File: src/design/tfpc_pkg.sv
// Shared types and constants of the thermal fever pixel classifier.
// Used by tfpc_front, tfpc_queue, tfpc_back and the top level; no dependencies.
`timescale 1ns / 1ps

package tfpc_pkg;

    // Field widths.
    localparam int RAW_W   = 14;
    localparam int SCALE_W = 16;
    localparam int TEMP_W  = 16;
    localparam int OFS_W   = 10;
    localparam int CNT_W   = 16;
    localparam int PROD_W  = RAW_W + SCALE_W;
    localparam int TQ8_W   = PROD_W - 8;

    // 0.05 degree in Q16, rounded to nearest.
    localparam logic [PROD_W-1:0] HALF_TENTH_Q16 = PROD_W'(3277);

    // Configuration register indexes.
    localparam int CFG_IDX_W = 3;
    typedef enum logic [CFG_IDX_W-1:0] {
        REG_SCALE      = 3'd0,
        REG_HUMAN_LOW  = 3'd1,
        REG_WARN       = 3'd2,
        REG_FEVER      = 3'd3,
        REG_HUMAN_HIGH = 3'd4,
        REG_OFFSET     = 3'd5,
        REG_RATIO      = 3'd6
    } cfg_index_t;

    // Per-pixel class codes.
    typedef enum logic [2:0] {
        PC_NONE    = 3'd0,
        PC_NORMAL  = 3'd1,
        PC_WARNING = 3'd2,
        PC_FEVER   = 3'd3,
        PC_ABOVE   = 3'd4
    } pixel_class_t;

    // Frame status codes.
    typedef enum logic [1:0] {
        FS_NO_HUMAN = 2'd0,
        FS_NORMAL   = 2'd1,
        FS_WARNING  = 2'd2,
        FS_FEVER    = 2'd3
    } frame_status_t;

    // Configuration seen by the front part.
    typedef struct packed {
        logic [SCALE_W-1:0] scale_q16;
        logic [TEMP_W-1:0]  human_low_q8;
        logic [TEMP_W-1:0]  warn_q8;
        logic [TEMP_W-1:0]  fever_q8;
        logic [TEMP_W-1:0]  human_high_q8;
        logic [OFS_W-1:0]   simul_offset_q8;
    } front_cfg_t;

    // One classified pixel, as it travels through the queue.
    typedef struct packed {
        pixel_class_t pclass;
        logic         last;
    } class_beat_t;

    // Queue depth.
    localparam int QUEUE_DEPTH = 4;
    localparam int QPTR_W      = $clog2(QUEUE_DEPTH);

endpackage

File: src/design/tfpc_front.sv
// Front part: accepts raw pixel beats, converts to Q8 temperature and classifies.
// Depends on tfpc_pkg; pushes class beats into tfpc_queue.
`timescale 1ns / 1ps

module tfpc_front (
    input  logic                      aclk,
    input  logic                      aresetn,
    input  tfpc_pkg::front_cfg_t      cfg,
    input  logic                      in_valid,
    output logic                      in_ready,
    input  logic [tfpc_pkg::RAW_W-1:0] in_raw,
    input  logic                      in_last,
    output logic                      push_valid,
    input  logic                      push_ready,
    output tfpc_pkg::class_beat_t     push_beat
);

    logic                         prod_valid_reg;
    logic [tfpc_pkg::PROD_W-1:0]  prod_reg;
    logic                         last_reg;
    logic [tfpc_pkg::PROD_W-1:0]  rounded;
    logic [tfpc_pkg::TQ8_W-1:0]   temp_q8;
    logic [tfpc_pkg::TQ8_W:0]     t_ofs;
    logic [tfpc_pkg::TQ8_W:0]     low_x;
    logic [tfpc_pkg::TQ8_W:0]     warn_x;
    logic [tfpc_pkg::TQ8_W:0]     fever_x;
    logic [tfpc_pkg::TQ8_W:0]     high_x;
    logic                         is_human;
    tfpc_pkg::pixel_class_t       pclass;

    // The product stage moves on whenever it is empty or its beat enters the queue.
    assign in_ready   = !prod_valid_reg || push_ready;
    assign push_valid = prod_valid_reg;

    // Stage one: raw times scale.
    always_ff @(posedge aclk) begin
        if (!aresetn) begin
            prod_valid_reg <= 1'b0;
        end else if (in_ready) begin
            prod_valid_reg <= in_valid;
        end
        if (in_ready && in_valid) begin
            prod_reg <= tfpc_pkg::PROD_W'(in_raw) * tfpc_pkg::PROD_W'(cfg.scale_q16);
            last_reg <= in_last;
        end
    end

    // Stage two: round to Q8, test the human band, apply the offset and classify.
    always_comb begin
        rounded  = prod_reg + tfpc_pkg::HALF_TENTH_Q16;
        temp_q8  = rounded[tfpc_pkg::PROD_W-1:8];
        t_ofs    = {1'b0, temp_q8} + (tfpc_pkg::TQ8_W + 1)'(cfg.simul_offset_q8);
        low_x    = (tfpc_pkg::TQ8_W + 1)'(cfg.human_low_q8);
        warn_x   = (tfpc_pkg::TQ8_W + 1)'(cfg.warn_q8);
        fever_x  = (tfpc_pkg::TQ8_W + 1)'(cfg.fever_q8);
        high_x   = (tfpc_pkg::TQ8_W + 1)'(cfg.human_high_q8);
        is_human = ({1'b0, temp_q8} >= low_x) && ({1'b0, temp_q8} <= high_x);
        pclass   = tfpc_pkg::PC_NONE;
        if (is_human) begin
            if (t_ofs >= low_x && t_ofs < warn_x) begin
                pclass = tfpc_pkg::PC_NORMAL;
            end else if (t_ofs >= warn_x && t_ofs < fever_x) begin
                pclass = tfpc_pkg::PC_WARNING;
            end else if (t_ofs >= fever_x && t_ofs <= high_x) begin
                pclass = tfpc_pkg::PC_FEVER;
            end else begin
                pclass = tfpc_pkg::PC_ABOVE;
            end
        end
        push_beat.pclass = pclass;
        push_beat.last   = last_reg;
    end

endmodule

File: src/design/tfpc_queue.sv
// Short queue of class beats between the front and back parts.
// Depends on tfpc_pkg for the beat type and depth.
`timescale 1ns / 1ps

module tfpc_queue (
    input  logic                  aclk,
    input  logic                  aresetn,
    input  logic                  push_valid,
    output logic                  push_ready,
    input  tfpc_pkg::class_beat_t push_beat,
    output logic                  pop_valid,
    input  logic                  pop_ready,
    output tfpc_pkg::class_beat_t pop_beat
);

    localparam int CNT_W = $clog2(tfpc_pkg::QUEUE_DEPTH + 1);

    tfpc_pkg::class_beat_t         mem_reg [tfpc_pkg::QUEUE_DEPTH];
    logic [tfpc_pkg::QPTR_W-1:0]   wr_ptr_reg;
    logic [tfpc_pkg::QPTR_W-1:0]   rd_ptr_reg;
    logic [CNT_W-1:0]              fill_reg;
    logic [CNT_W-1:0]              fill_next;
    logic                          do_push;
    logic                          do_pop;

    assign push_ready = (fill_reg != CNT_W'(tfpc_pkg::QUEUE_DEPTH));
    assign pop_valid  = (fill_reg != '0);
    assign pop_beat   = mem_reg[rd_ptr_reg];
    assign do_push    = push_valid && push_ready;
    assign do_pop     = pop_valid && pop_ready;

    // Fill level follows pushes and pops.
    always_comb begin
        fill_next = fill_reg;
        if (do_push && !do_pop) begin
            fill_next = fill_reg + CNT_W'(1);
        end else if (do_pop && !do_push) begin
            fill_next = fill_reg - CNT_W'(1);
        end
    end

    // Pointers and storage.
    always_ff @(posedge aclk) begin
        if (!aresetn) begin
            wr_ptr_reg <= '0;
            rd_ptr_reg <= '0;
            fill_reg   <= '0;
        end else begin
            fill_reg <= fill_next;
            if (do_push) begin
                wr_ptr_reg <= wr_ptr_reg + tfpc_pkg::QPTR_W'(1);
            end
            if (do_pop) begin
                rd_ptr_reg <= rd_ptr_reg + tfpc_pkg::QPTR_W'(1);
            end
        end
        if (do_push) begin
            mem_reg[wr_ptr_reg] <= push_beat;
        end
    end

endmodule

File: src/design/tfpc_back.sv
// Back part: counts human, warning and fever pixels and reports frame status.
// Depends on tfpc_pkg; pops class beats from tfpc_queue and drives the result beat.
`timescale 1ns / 1ps

module tfpc_back #(
    parameter logic [15:0] COUNT_CAP = 16'd32768
) (
    input  logic                       aclk,
    input  logic                       aresetn,
    input  logic [15:0]                ratio_thresh_q16,
    input  logic                       pop_valid,
    output logic                       pop_ready,
    input  tfpc_pkg::class_beat_t      pop_beat,
    output logic                       out_valid,
    input  logic                       out_ready,
    output tfpc_pkg::pixel_class_t     out_class,
    output logic                       out_done,
    output tfpc_pkg::frame_status_t    out_status,
    output logic [tfpc_pkg::CNT_W-1:0] out_human,
    output logic [tfpc_pkg::CNT_W-1:0] out_fever,
    output logic [tfpc_pkg::CNT_W-1:0] out_warning
);

    localparam int CW = tfpc_pkg::CNT_W;
    localparam int MW = 2 * CW;

    // Running counters.
    logic [CW-1:0] human_cnt_reg,   human_cnt_next;
    logic [CW-1:0] warning_cnt_reg, warning_cnt_next;
    logic [CW-1:0] fever_cnt_reg,   fever_cnt_next;

    // Count stage: class, last and the frame's closing counts.
    logic                   cnt_valid_reg;
    tfpc_pkg::pixel_class_t cnt_class_reg;
    logic                   cnt_last_reg;
    logic [CW-1:0]          snap_human_reg;
    logic [CW-1:0]          snap_warning_reg;
    logic [CW-1:0]          snap_fever_reg;
    logic                   cnt_adv;
    logic                   do_pop;

    // Status stage.
    logic [MW-1:0]           thresh_prod;
    logic                    fever_exceeds;
    logic                    warn_exceeds;
    tfpc_pkg::frame_status_t status;

    assign cnt_adv   = !out_valid || out_ready;
    assign pop_ready = !cnt_valid_reg || cnt_adv;
    assign do_pop    = pop_valid && pop_ready;

    // Counters saturate at the cap.
    always_comb begin
        human_cnt_next   = human_cnt_reg;
        warning_cnt_next = warning_cnt_reg;
        fever_cnt_next   = fever_cnt_reg;
        if (pop_beat.pclass != tfpc_pkg::PC_NONE && human_cnt_reg < COUNT_CAP) begin
            human_cnt_next = human_cnt_reg + CW'(1);
        end
        if (pop_beat.pclass == tfpc_pkg::PC_WARNING && warning_cnt_reg < COUNT_CAP) begin
            warning_cnt_next = warning_cnt_reg + CW'(1);
        end
        if (pop_beat.pclass == tfpc_pkg::PC_FEVER && fever_cnt_reg < COUNT_CAP) begin
            fever_cnt_next = fever_cnt_reg + CW'(1);
        end
    end

    // Count stage: update the counters, snapshot and clear them at frame end.
    always_ff @(posedge aclk) begin
        if (!aresetn) begin
            cnt_valid_reg   <= 1'b0;
            human_cnt_reg   <= '0;
            warning_cnt_reg <= '0;
            fever_cnt_reg   <= '0;
        end else begin
            if (pop_ready) begin
                cnt_valid_reg <= pop_valid;
            end
            if (do_pop) begin
                if (pop_beat.last) begin
                    human_cnt_reg   <= '0;
                    warning_cnt_reg <= '0;
                    fever_cnt_reg   <= '0;
                end else begin
                    human_cnt_reg   <= human_cnt_next;
                    warning_cnt_reg <= warning_cnt_next;
                    fever_cnt_reg   <= fever_cnt_next;
                end
            end
        end
        if (do_pop) begin
            cnt_class_reg    <= pop_beat.pclass;
            cnt_last_reg     <= pop_beat.last;
            snap_human_reg   <= human_cnt_next;
            snap_warning_reg <= warning_cnt_next;
            snap_fever_reg   <= fever_cnt_next;
        end
    end

    // Ratio tests by cross-multiplication: count * 65536 > thresh * humans.
    always_comb begin
        thresh_prod   = MW'(ratio_thresh_q16) * MW'(snap_human_reg);
        fever_exceeds = {snap_fever_reg, CW'(0)} > thresh_prod;
        warn_exceeds  = {snap_warning_reg, CW'(0)} > thresh_prod;
        if (snap_human_reg == '0) begin
            status = tfpc_pkg::FS_NO_HUMAN;
        end else if (fever_exceeds) begin
            status = tfpc_pkg::FS_FEVER;
        end else if (warn_exceeds) begin
            status = tfpc_pkg::FS_WARNING;
        end else begin
            status = tfpc_pkg::FS_NORMAL;
        end
    end

    // Output register: the result beat waits here until taken.
    always_ff @(posedge aclk) begin
        if (!aresetn) begin
            out_valid <= 1'b0;
        end else if (cnt_adv) begin
            out_valid <= cnt_valid_reg;
        end
        if (cnt_adv && cnt_valid_reg) begin
            out_class <= cnt_class_reg;
            out_done  <= cnt_last_reg;
            if (cnt_last_reg) begin
                out_status  <= status;
                out_human   <= snap_human_reg;
                out_fever   <= snap_fever_reg;
                out_warning <= snap_warning_reg;
            end else begin
                out_status  <= tfpc_pkg::FS_NO_HUMAN;
                out_human   <= '0;
                out_fever   <= '0;
                out_warning <= '0;
            end
        end
    end

endmodule

File: src/design/thermal_fever_pixel_classifier.sv
// Top level of the thermal fever pixel classifier: configuration registers and stream ports.
// Depends on tfpc_pkg, tfpc_front, tfpc_queue and tfpc_back.
`timescale 1ns / 1ps

// The block takes one raw 14-bit thermal pixel per beat, with tlast on the last pixel
// of a frame, and returns one result beat per pixel: its class and, on the frame's last
// pixel, the frame status and the human, fever and warning counts. It sustains one pixel
// per clock while m_tready is held high. When the output is free, the accepting edge
// registers a pixel's product; the pixel is then rounded and classified into the queue,
// counted, and run through the ratio multiply and compare into the output register, in
// that order. A four-beat queue between front and back lets either side stall on its
// own. Counters clear at reset and at every frame end and saturate at the smaller of
// MAX_FRAME_PIXELS and 65535. Configuration is written through cfg_wr_en, cfg_index
// and cfg_wdata; the user must write it only while idle, which the block does not enforce.
module thermal_fever_pixel_classifier #(
    parameter int MAX_FRAME_PIXELS = 32768
) (
    input  logic        aclk,
    input  logic        aresetn,
    // Configuration write port.
    input  logic        cfg_wr_en,
    input  logic [2:0]  cfg_index,
    input  logic [15:0] cfg_wdata,
    // Pixel input.
    input  logic        s_tvalid,
    output logic        s_tready,
    input  logic [15:0] s_tdata,    // [13:0] raw_pixel, [15:14] zero
    input  logic        s_tlast,    // last_in_frame
    // Result output.
    output logic        m_tvalid,
    input  logic        m_tready,
    output logic [55:0] m_tdata,    // [2:0] pixel_class, [4:3] frame_status,
                                    // [20:5] human_total, [36:21] fever_total,
                                    // [52:37] warning_total, [55:53] zero
    output logic        m_tlast     // frame_done
);

    localparam int CAP_INT = (MAX_FRAME_PIXELS < 65535) ? MAX_FRAME_PIXELS : 65535;
    localparam logic [15:0] COUNT_CAP = 16'(CAP_INT);

    tfpc_pkg::front_cfg_t    cfg_reg;
    logic [15:0]             ratio_thresh_reg;
    logic                    push_valid;
    logic                    push_ready;
    tfpc_pkg::class_beat_t   push_beat;
    logic                    pop_valid;
    logic                    pop_ready;
    tfpc_pkg::class_beat_t   pop_beat;
    tfpc_pkg::pixel_class_t  out_class;
    tfpc_pkg::frame_status_t out_status;
    logic [15:0]             out_human;
    logic [15:0]             out_fever;
    logic [15:0]             out_warning;

    // Configuration register file.
    always_ff @(posedge aclk) begin
        if (!aresetn) begin
            cfg_reg.scale_q16       <= 16'd603;
            cfg_reg.human_low_q8    <= 16'd8832;
            cfg_reg.warn_q8         <= 16'd9472;
            cfg_reg.fever_q8        <= 16'd9600;
            cfg_reg.human_high_q8   <= 16'd10752;
            cfg_reg.simul_offset_q8 <= 10'd0;
            ratio_thresh_reg        <= 16'd3277;
        end else if (cfg_wr_en) begin
            unique case (cfg_index)
                tfpc_pkg::REG_SCALE:      cfg_reg.scale_q16       <= cfg_wdata;
                tfpc_pkg::REG_HUMAN_LOW:  cfg_reg.human_low_q8    <= cfg_wdata;
                tfpc_pkg::REG_WARN:       cfg_reg.warn_q8         <= cfg_wdata;
                tfpc_pkg::REG_FEVER:      cfg_reg.fever_q8        <= cfg_wdata;
                tfpc_pkg::REG_HUMAN_HIGH: cfg_reg.human_high_q8   <= cfg_wdata;
                tfpc_pkg::REG_OFFSET:     cfg_reg.simul_offset_q8 <= cfg_wdata[9:0];
                tfpc_pkg::REG_RATIO:      ratio_thresh_reg        <= cfg_wdata;
                default: ;
            endcase
        end
    end

    tfpc_front u_front (
        .aclk       (aclk),
        .aresetn    (aresetn),
        .cfg        (cfg_reg),
        .in_valid   (s_tvalid),
        .in_ready   (s_tready),
        .in_raw     (s_tdata[13:0]),
        .in_last    (s_tlast),
        .push_valid (push_valid),
        .push_ready (push_ready),
        .push_beat  (push_beat)
    );

    tfpc_queue u_queue (
        .aclk       (aclk),
        .aresetn    (aresetn),
        .push_valid (push_valid),
        .push_ready (push_ready),
        .push_beat  (push_beat),
        .pop_valid  (pop_valid),
        .pop_ready  (pop_ready),
        .pop_beat   (pop_beat)
    );

    tfpc_back #(
        .COUNT_CAP (COUNT_CAP)
    ) u_back (
        .aclk             (aclk),
        .aresetn          (aresetn),
        .ratio_thresh_q16 (ratio_thresh_reg),
        .pop_valid        (pop_valid),
        .pop_ready        (pop_ready),
        .pop_beat         (pop_beat),
        .out_valid        (m_tvalid),
        .out_ready        (m_tready),
        .out_class        (out_class),
        .out_done         (m_tlast),
        .out_status       (out_status),
        .out_human        (out_human),
        .out_fever        (out_fever),
        .out_warning      (out_warning)
    );

    // Pack the result beat.
    assign m_tdata = {3'b000, out_warning, out_fever, out_human, out_status, out_class};

endmodule
File: config.mk
export PLATFORM = sky130hd
export DESIGN_NAME = thermal_fever_pixel_classifier
export DESIGN_NICKNAME = d
export VERILOG_FILES = /design/src/design/tfpc_pkg.sv /design/src/design/tfpc_front.sv /design/src/design/tfpc_queue.sv /design/src/design/tfpc_back.sv /design/src/design/thermal_fever_pixel_classifier.sv
export SDC_FILE = /design/constraint.sdc
export NUM_CORES = 2
export LEC_CHECK = 0
export ABC_AREA = 1
export BUFFER_PORTS_ARGS = -buffer_cell sky130_fd_sc_hd__buf_4
export CORE_MARGIN = 2
export CORE_UTILIZATION = 40
export DETAILED_ROUTE_END_ITERATION = 10
export GPL_ROUTABILITY_DRIVEN = 0
export HOLD_SLACK_MARGIN = 0.08
export PLACE_DENSITY = 0.57
export SLEW_MARGIN = 30
export SYNTH_ARGS = -nofsm -noshare
export SYNTH_HDL_FRONTEND = slang
export SYNTH_SLANG_ARGS = --single-unit
export TNS_END_PERCENT = 1
File: constraint.sdc
create_clock -name aclk -period 6.9 [get_ports aclk]
set_input_delay 1.035 -clock aclk [delete_from_list [all_inputs] [get_ports aclk]]
set_output_delay 1.035 -clock aclk [all_outputs]
set_load 0.01 [all_outputs]
==> results_dict.tcl <==
set metrics [dict create \
    status "finished, final reports clean" \
    netlist_instances 4051 \
    fin_skew_ps 25.7 \
    wire_per_inst_um 15.6 \
    synth_top_area_share_pct 22.1 \
    syn_to_final_growth_pct 15.5 \
    ant_nets 0 \
    drt_iter0_markers 1479 \
    cp_data_required_time_ps 7210 \
    startpoint_type "register" \
    yosysWarnings 0 \
    synth-edff-count 153 \
    synth_cell_types 63 \
    grt_pass1_wl_um 137000 \
    async_flop_share_pct 0 \
    synthTopCellsByArea "fa_1 (22%), edfxtp_1 (14%), ha_1 (13%)" \
    grt_usage_pct 20.1 \
    r2r_cells 36 \
    antenna_found_initial 0 \
    clkSinkCount 319 \
    min_period_over_period_pct 97.5 \
    vias 25700 \
    portBuffers 94 \
    final_net_count 4992 \
    crit_type "register to register" \
    min_from "u_back.cnt_class_reg[0]" \
    cts.path.max_buffers 3 \
    rr_endpoint "u_back.out_status[0]" \
    grt_use_met3_pct 1.55 \
    clk_latency_ps 560 \
    setup_viol_count_final 0 \
    die-area_sq_um 84000 \
    placed_area_sq_um 35600 \
    path_delay_family "adder cells" \
    hp-class "register to register" \
    grt_start_max_net_pins 73 \
    wirelength_um 83500 \
    endpoint_kind "register" \
    final_cell_count_no_fill 5336 \
    post-place-cells 5237 \
    busiest_layer "met2" \
    use_met1_pct 26.9 \
    cts_root_buffer "clkbuf_16" \
    die_y_um 290 \
    viasPerCell 4.81 \
    synthFlopType "dfxtp_1" \
    hold_buffers 0 \
    grt-ovfl-total 0 \
    drive_gt1_share_pct 13.5 \
    rsz0062_at_grt "true" \
    netlist_area_sq_um 32700 \
    rr_startpoint "u_back.snap_human_reg[4]" \
    syn_area_per_cell_sq_um 8.07 \
    worst-path-buf-inv 8 \
    worstHoldPathCells 0 \
    dp_hpwl_um 66500 \
    cts_tree "built" \
    slowest_stage "fa_2" \
    rrSetupSlack_ps 170 \
    postLayoutCellArea_sq_um 37800 \
    die_x_um 290 \
    drv_slew 0 \
    num_rows 104 \
    cp_max_fo 9 \
    max_slew.worst_pin.slew_ps 846 \
    start_util_pct 40.5 \
    htreeDepth 2 \
    largest_reg_flops 90 \
    cap_viol_max_count 0 \
    clk_pin_slew_worst_paths_ps 60 \
    cp.arrival_ps 7030 \
    holdPathEnd "u_back.out_class[0]" \
    yosysSeqAreaShare_pct 24.2 \
    hold_viol 0 \
    first_pass_iters 5 \
    io_pins 100 \
    drc 0 \
    finalCriticalPeriod_ps 6730 \
    core_region_area_sq_um 80700 \
    cts_buffers 38 \
    yosysTopAreaCell "fa_1" \
    ys_seq_elements 319 \
    relSlewSlack_pct 43.4 \
    max_clock_freq_mhz 149 \
    antenna_cells 0 \
    max_stage_delay_ps 570 \
    grt_pass1_vias 26100 \
    use_met2_pct 35.2 \
]
==> synth_stat cells (3+ instances only) <==
cell type	n
nand2_1	964
inv_1	900
fa_1	361
ha_1	342
a21oi_1	243
nor2_1	201
dfxtp_1	166
edfxtp_1	153
o21ai_0	147
clkbuf_1	134
nand3_1	87
xor2_1	67
xnor2_1	40
nand4_1	38
nor3_1	24
buf_1	15
nor4_1	15
o211ai_1	14
a21o_1	13
nand2_2	12
o21bai_1	11
inv_2	10
nor2_4	10
nor2_2	9
nand3_2	7
a31oi_1	4
o21ai_1	4
a211oi_1	3
a32oi_1	3
buf_4	3
nand2_4	3
nand3b_1	3
o2111ai_1	3
o21a_1	3
o31ai_1	3
==> routing by layer <==
layer,vias up,wire [um]
met5,-,0
met4,0,1880
met3,103,2730
met2,419,40700
met1,12300,38200
li1,12800,-
==> layout by cell type, fill, tap and decap left out, types with 19 or more instances in the layout <==
cell type,count
a21oi_1,225
buf_6,19
nor2_1,194
ha_1,321
inv_1,868
fa_1,345
inv_2,42
xor2_1,65
clkbuf_16,38
o21ai_0,140
xnor2_1,39
nand4_1,38
nand2_1,939
edfxtp_1,153
nor3_1,22
dfxtp_1,158
buf_4,284
nand2_2,30
nand3_1,80
ha_4,20
==> worst max path at each step <==
stage | start | to | slack (ps) | depth (start not counted)
2_1_floorplan | u_back.snap_human_reg[3] | u_back.out_status[1] | 40 | 37
3_3_place_gp | u_back.snap_human_reg[7] | u_back.out_status[1] | -260 | 33
3_5_place_dp | u_back.snap_human_reg[7] | u_back.out_status[1] | -290 | 33
4_1_cts | u_back.snap_human_reg[5] | u_back.out_status[0] | 3 | 35
5_1_grt | u_back.snap_human_reg[5] | u_back.out_status[0] | -130 | 37
6_report | u_back.snap_human_reg[4] | u_back.out_status[0] | 170 | 36
==> what timing repair did <==
item / 4_1_cts / 5_1_grt
setup endpoints to repair: 2 / 2
resized for setup: 65 / 131
buffers inserted: 19 / 14
pin swaps: 43 / 120
==> kinds of logic after synthesis <==
group,count (synthesis),share of synthesized area [%]
other,1,0.0115
AND/OR/NAND/NOR,1385,17.5
buffers and inverters,1070,12.5
adder cells (fa/ha/maj),703,35.2
multiplexers,1,0.0344
AO/OA/AOI/OAI,465,7.73
XOR/XNOR,107,2.87
flip-flops,319,24.2
==> layout make-up <==
type | count | area (sq um)
Fill cell | 7990 | 42900
Multi-Input combinational cell | 2664 | 21400
Sequential cell | 319 | 7940
Inverter | 914 | 3440
Timing Repair Buffer | 311 | 2500
Tap cell | 1060 | 1330
Clock buffer | 52 | 1030
Clock inverter | 16 | 133
==> stage by stage <==
step           setup WS (ps)  setup TNS (ps)  util (%)  hold WS, ps
3_5_place_dp            -293            -572      44.1          406
4_1_cts                 3.48               0      46.1          446
5_1_grt                 -132            -241      46.8          446
6_report                 173               0      46.8          436
2_1_floorplan           37.9               0         -          400
3_3_place_gp            -265            -517      44.1          420
Power is left out: the tool's default activity adds up to more than one toggle a clock period on the data nets, which glitch-free logic cannot reach.
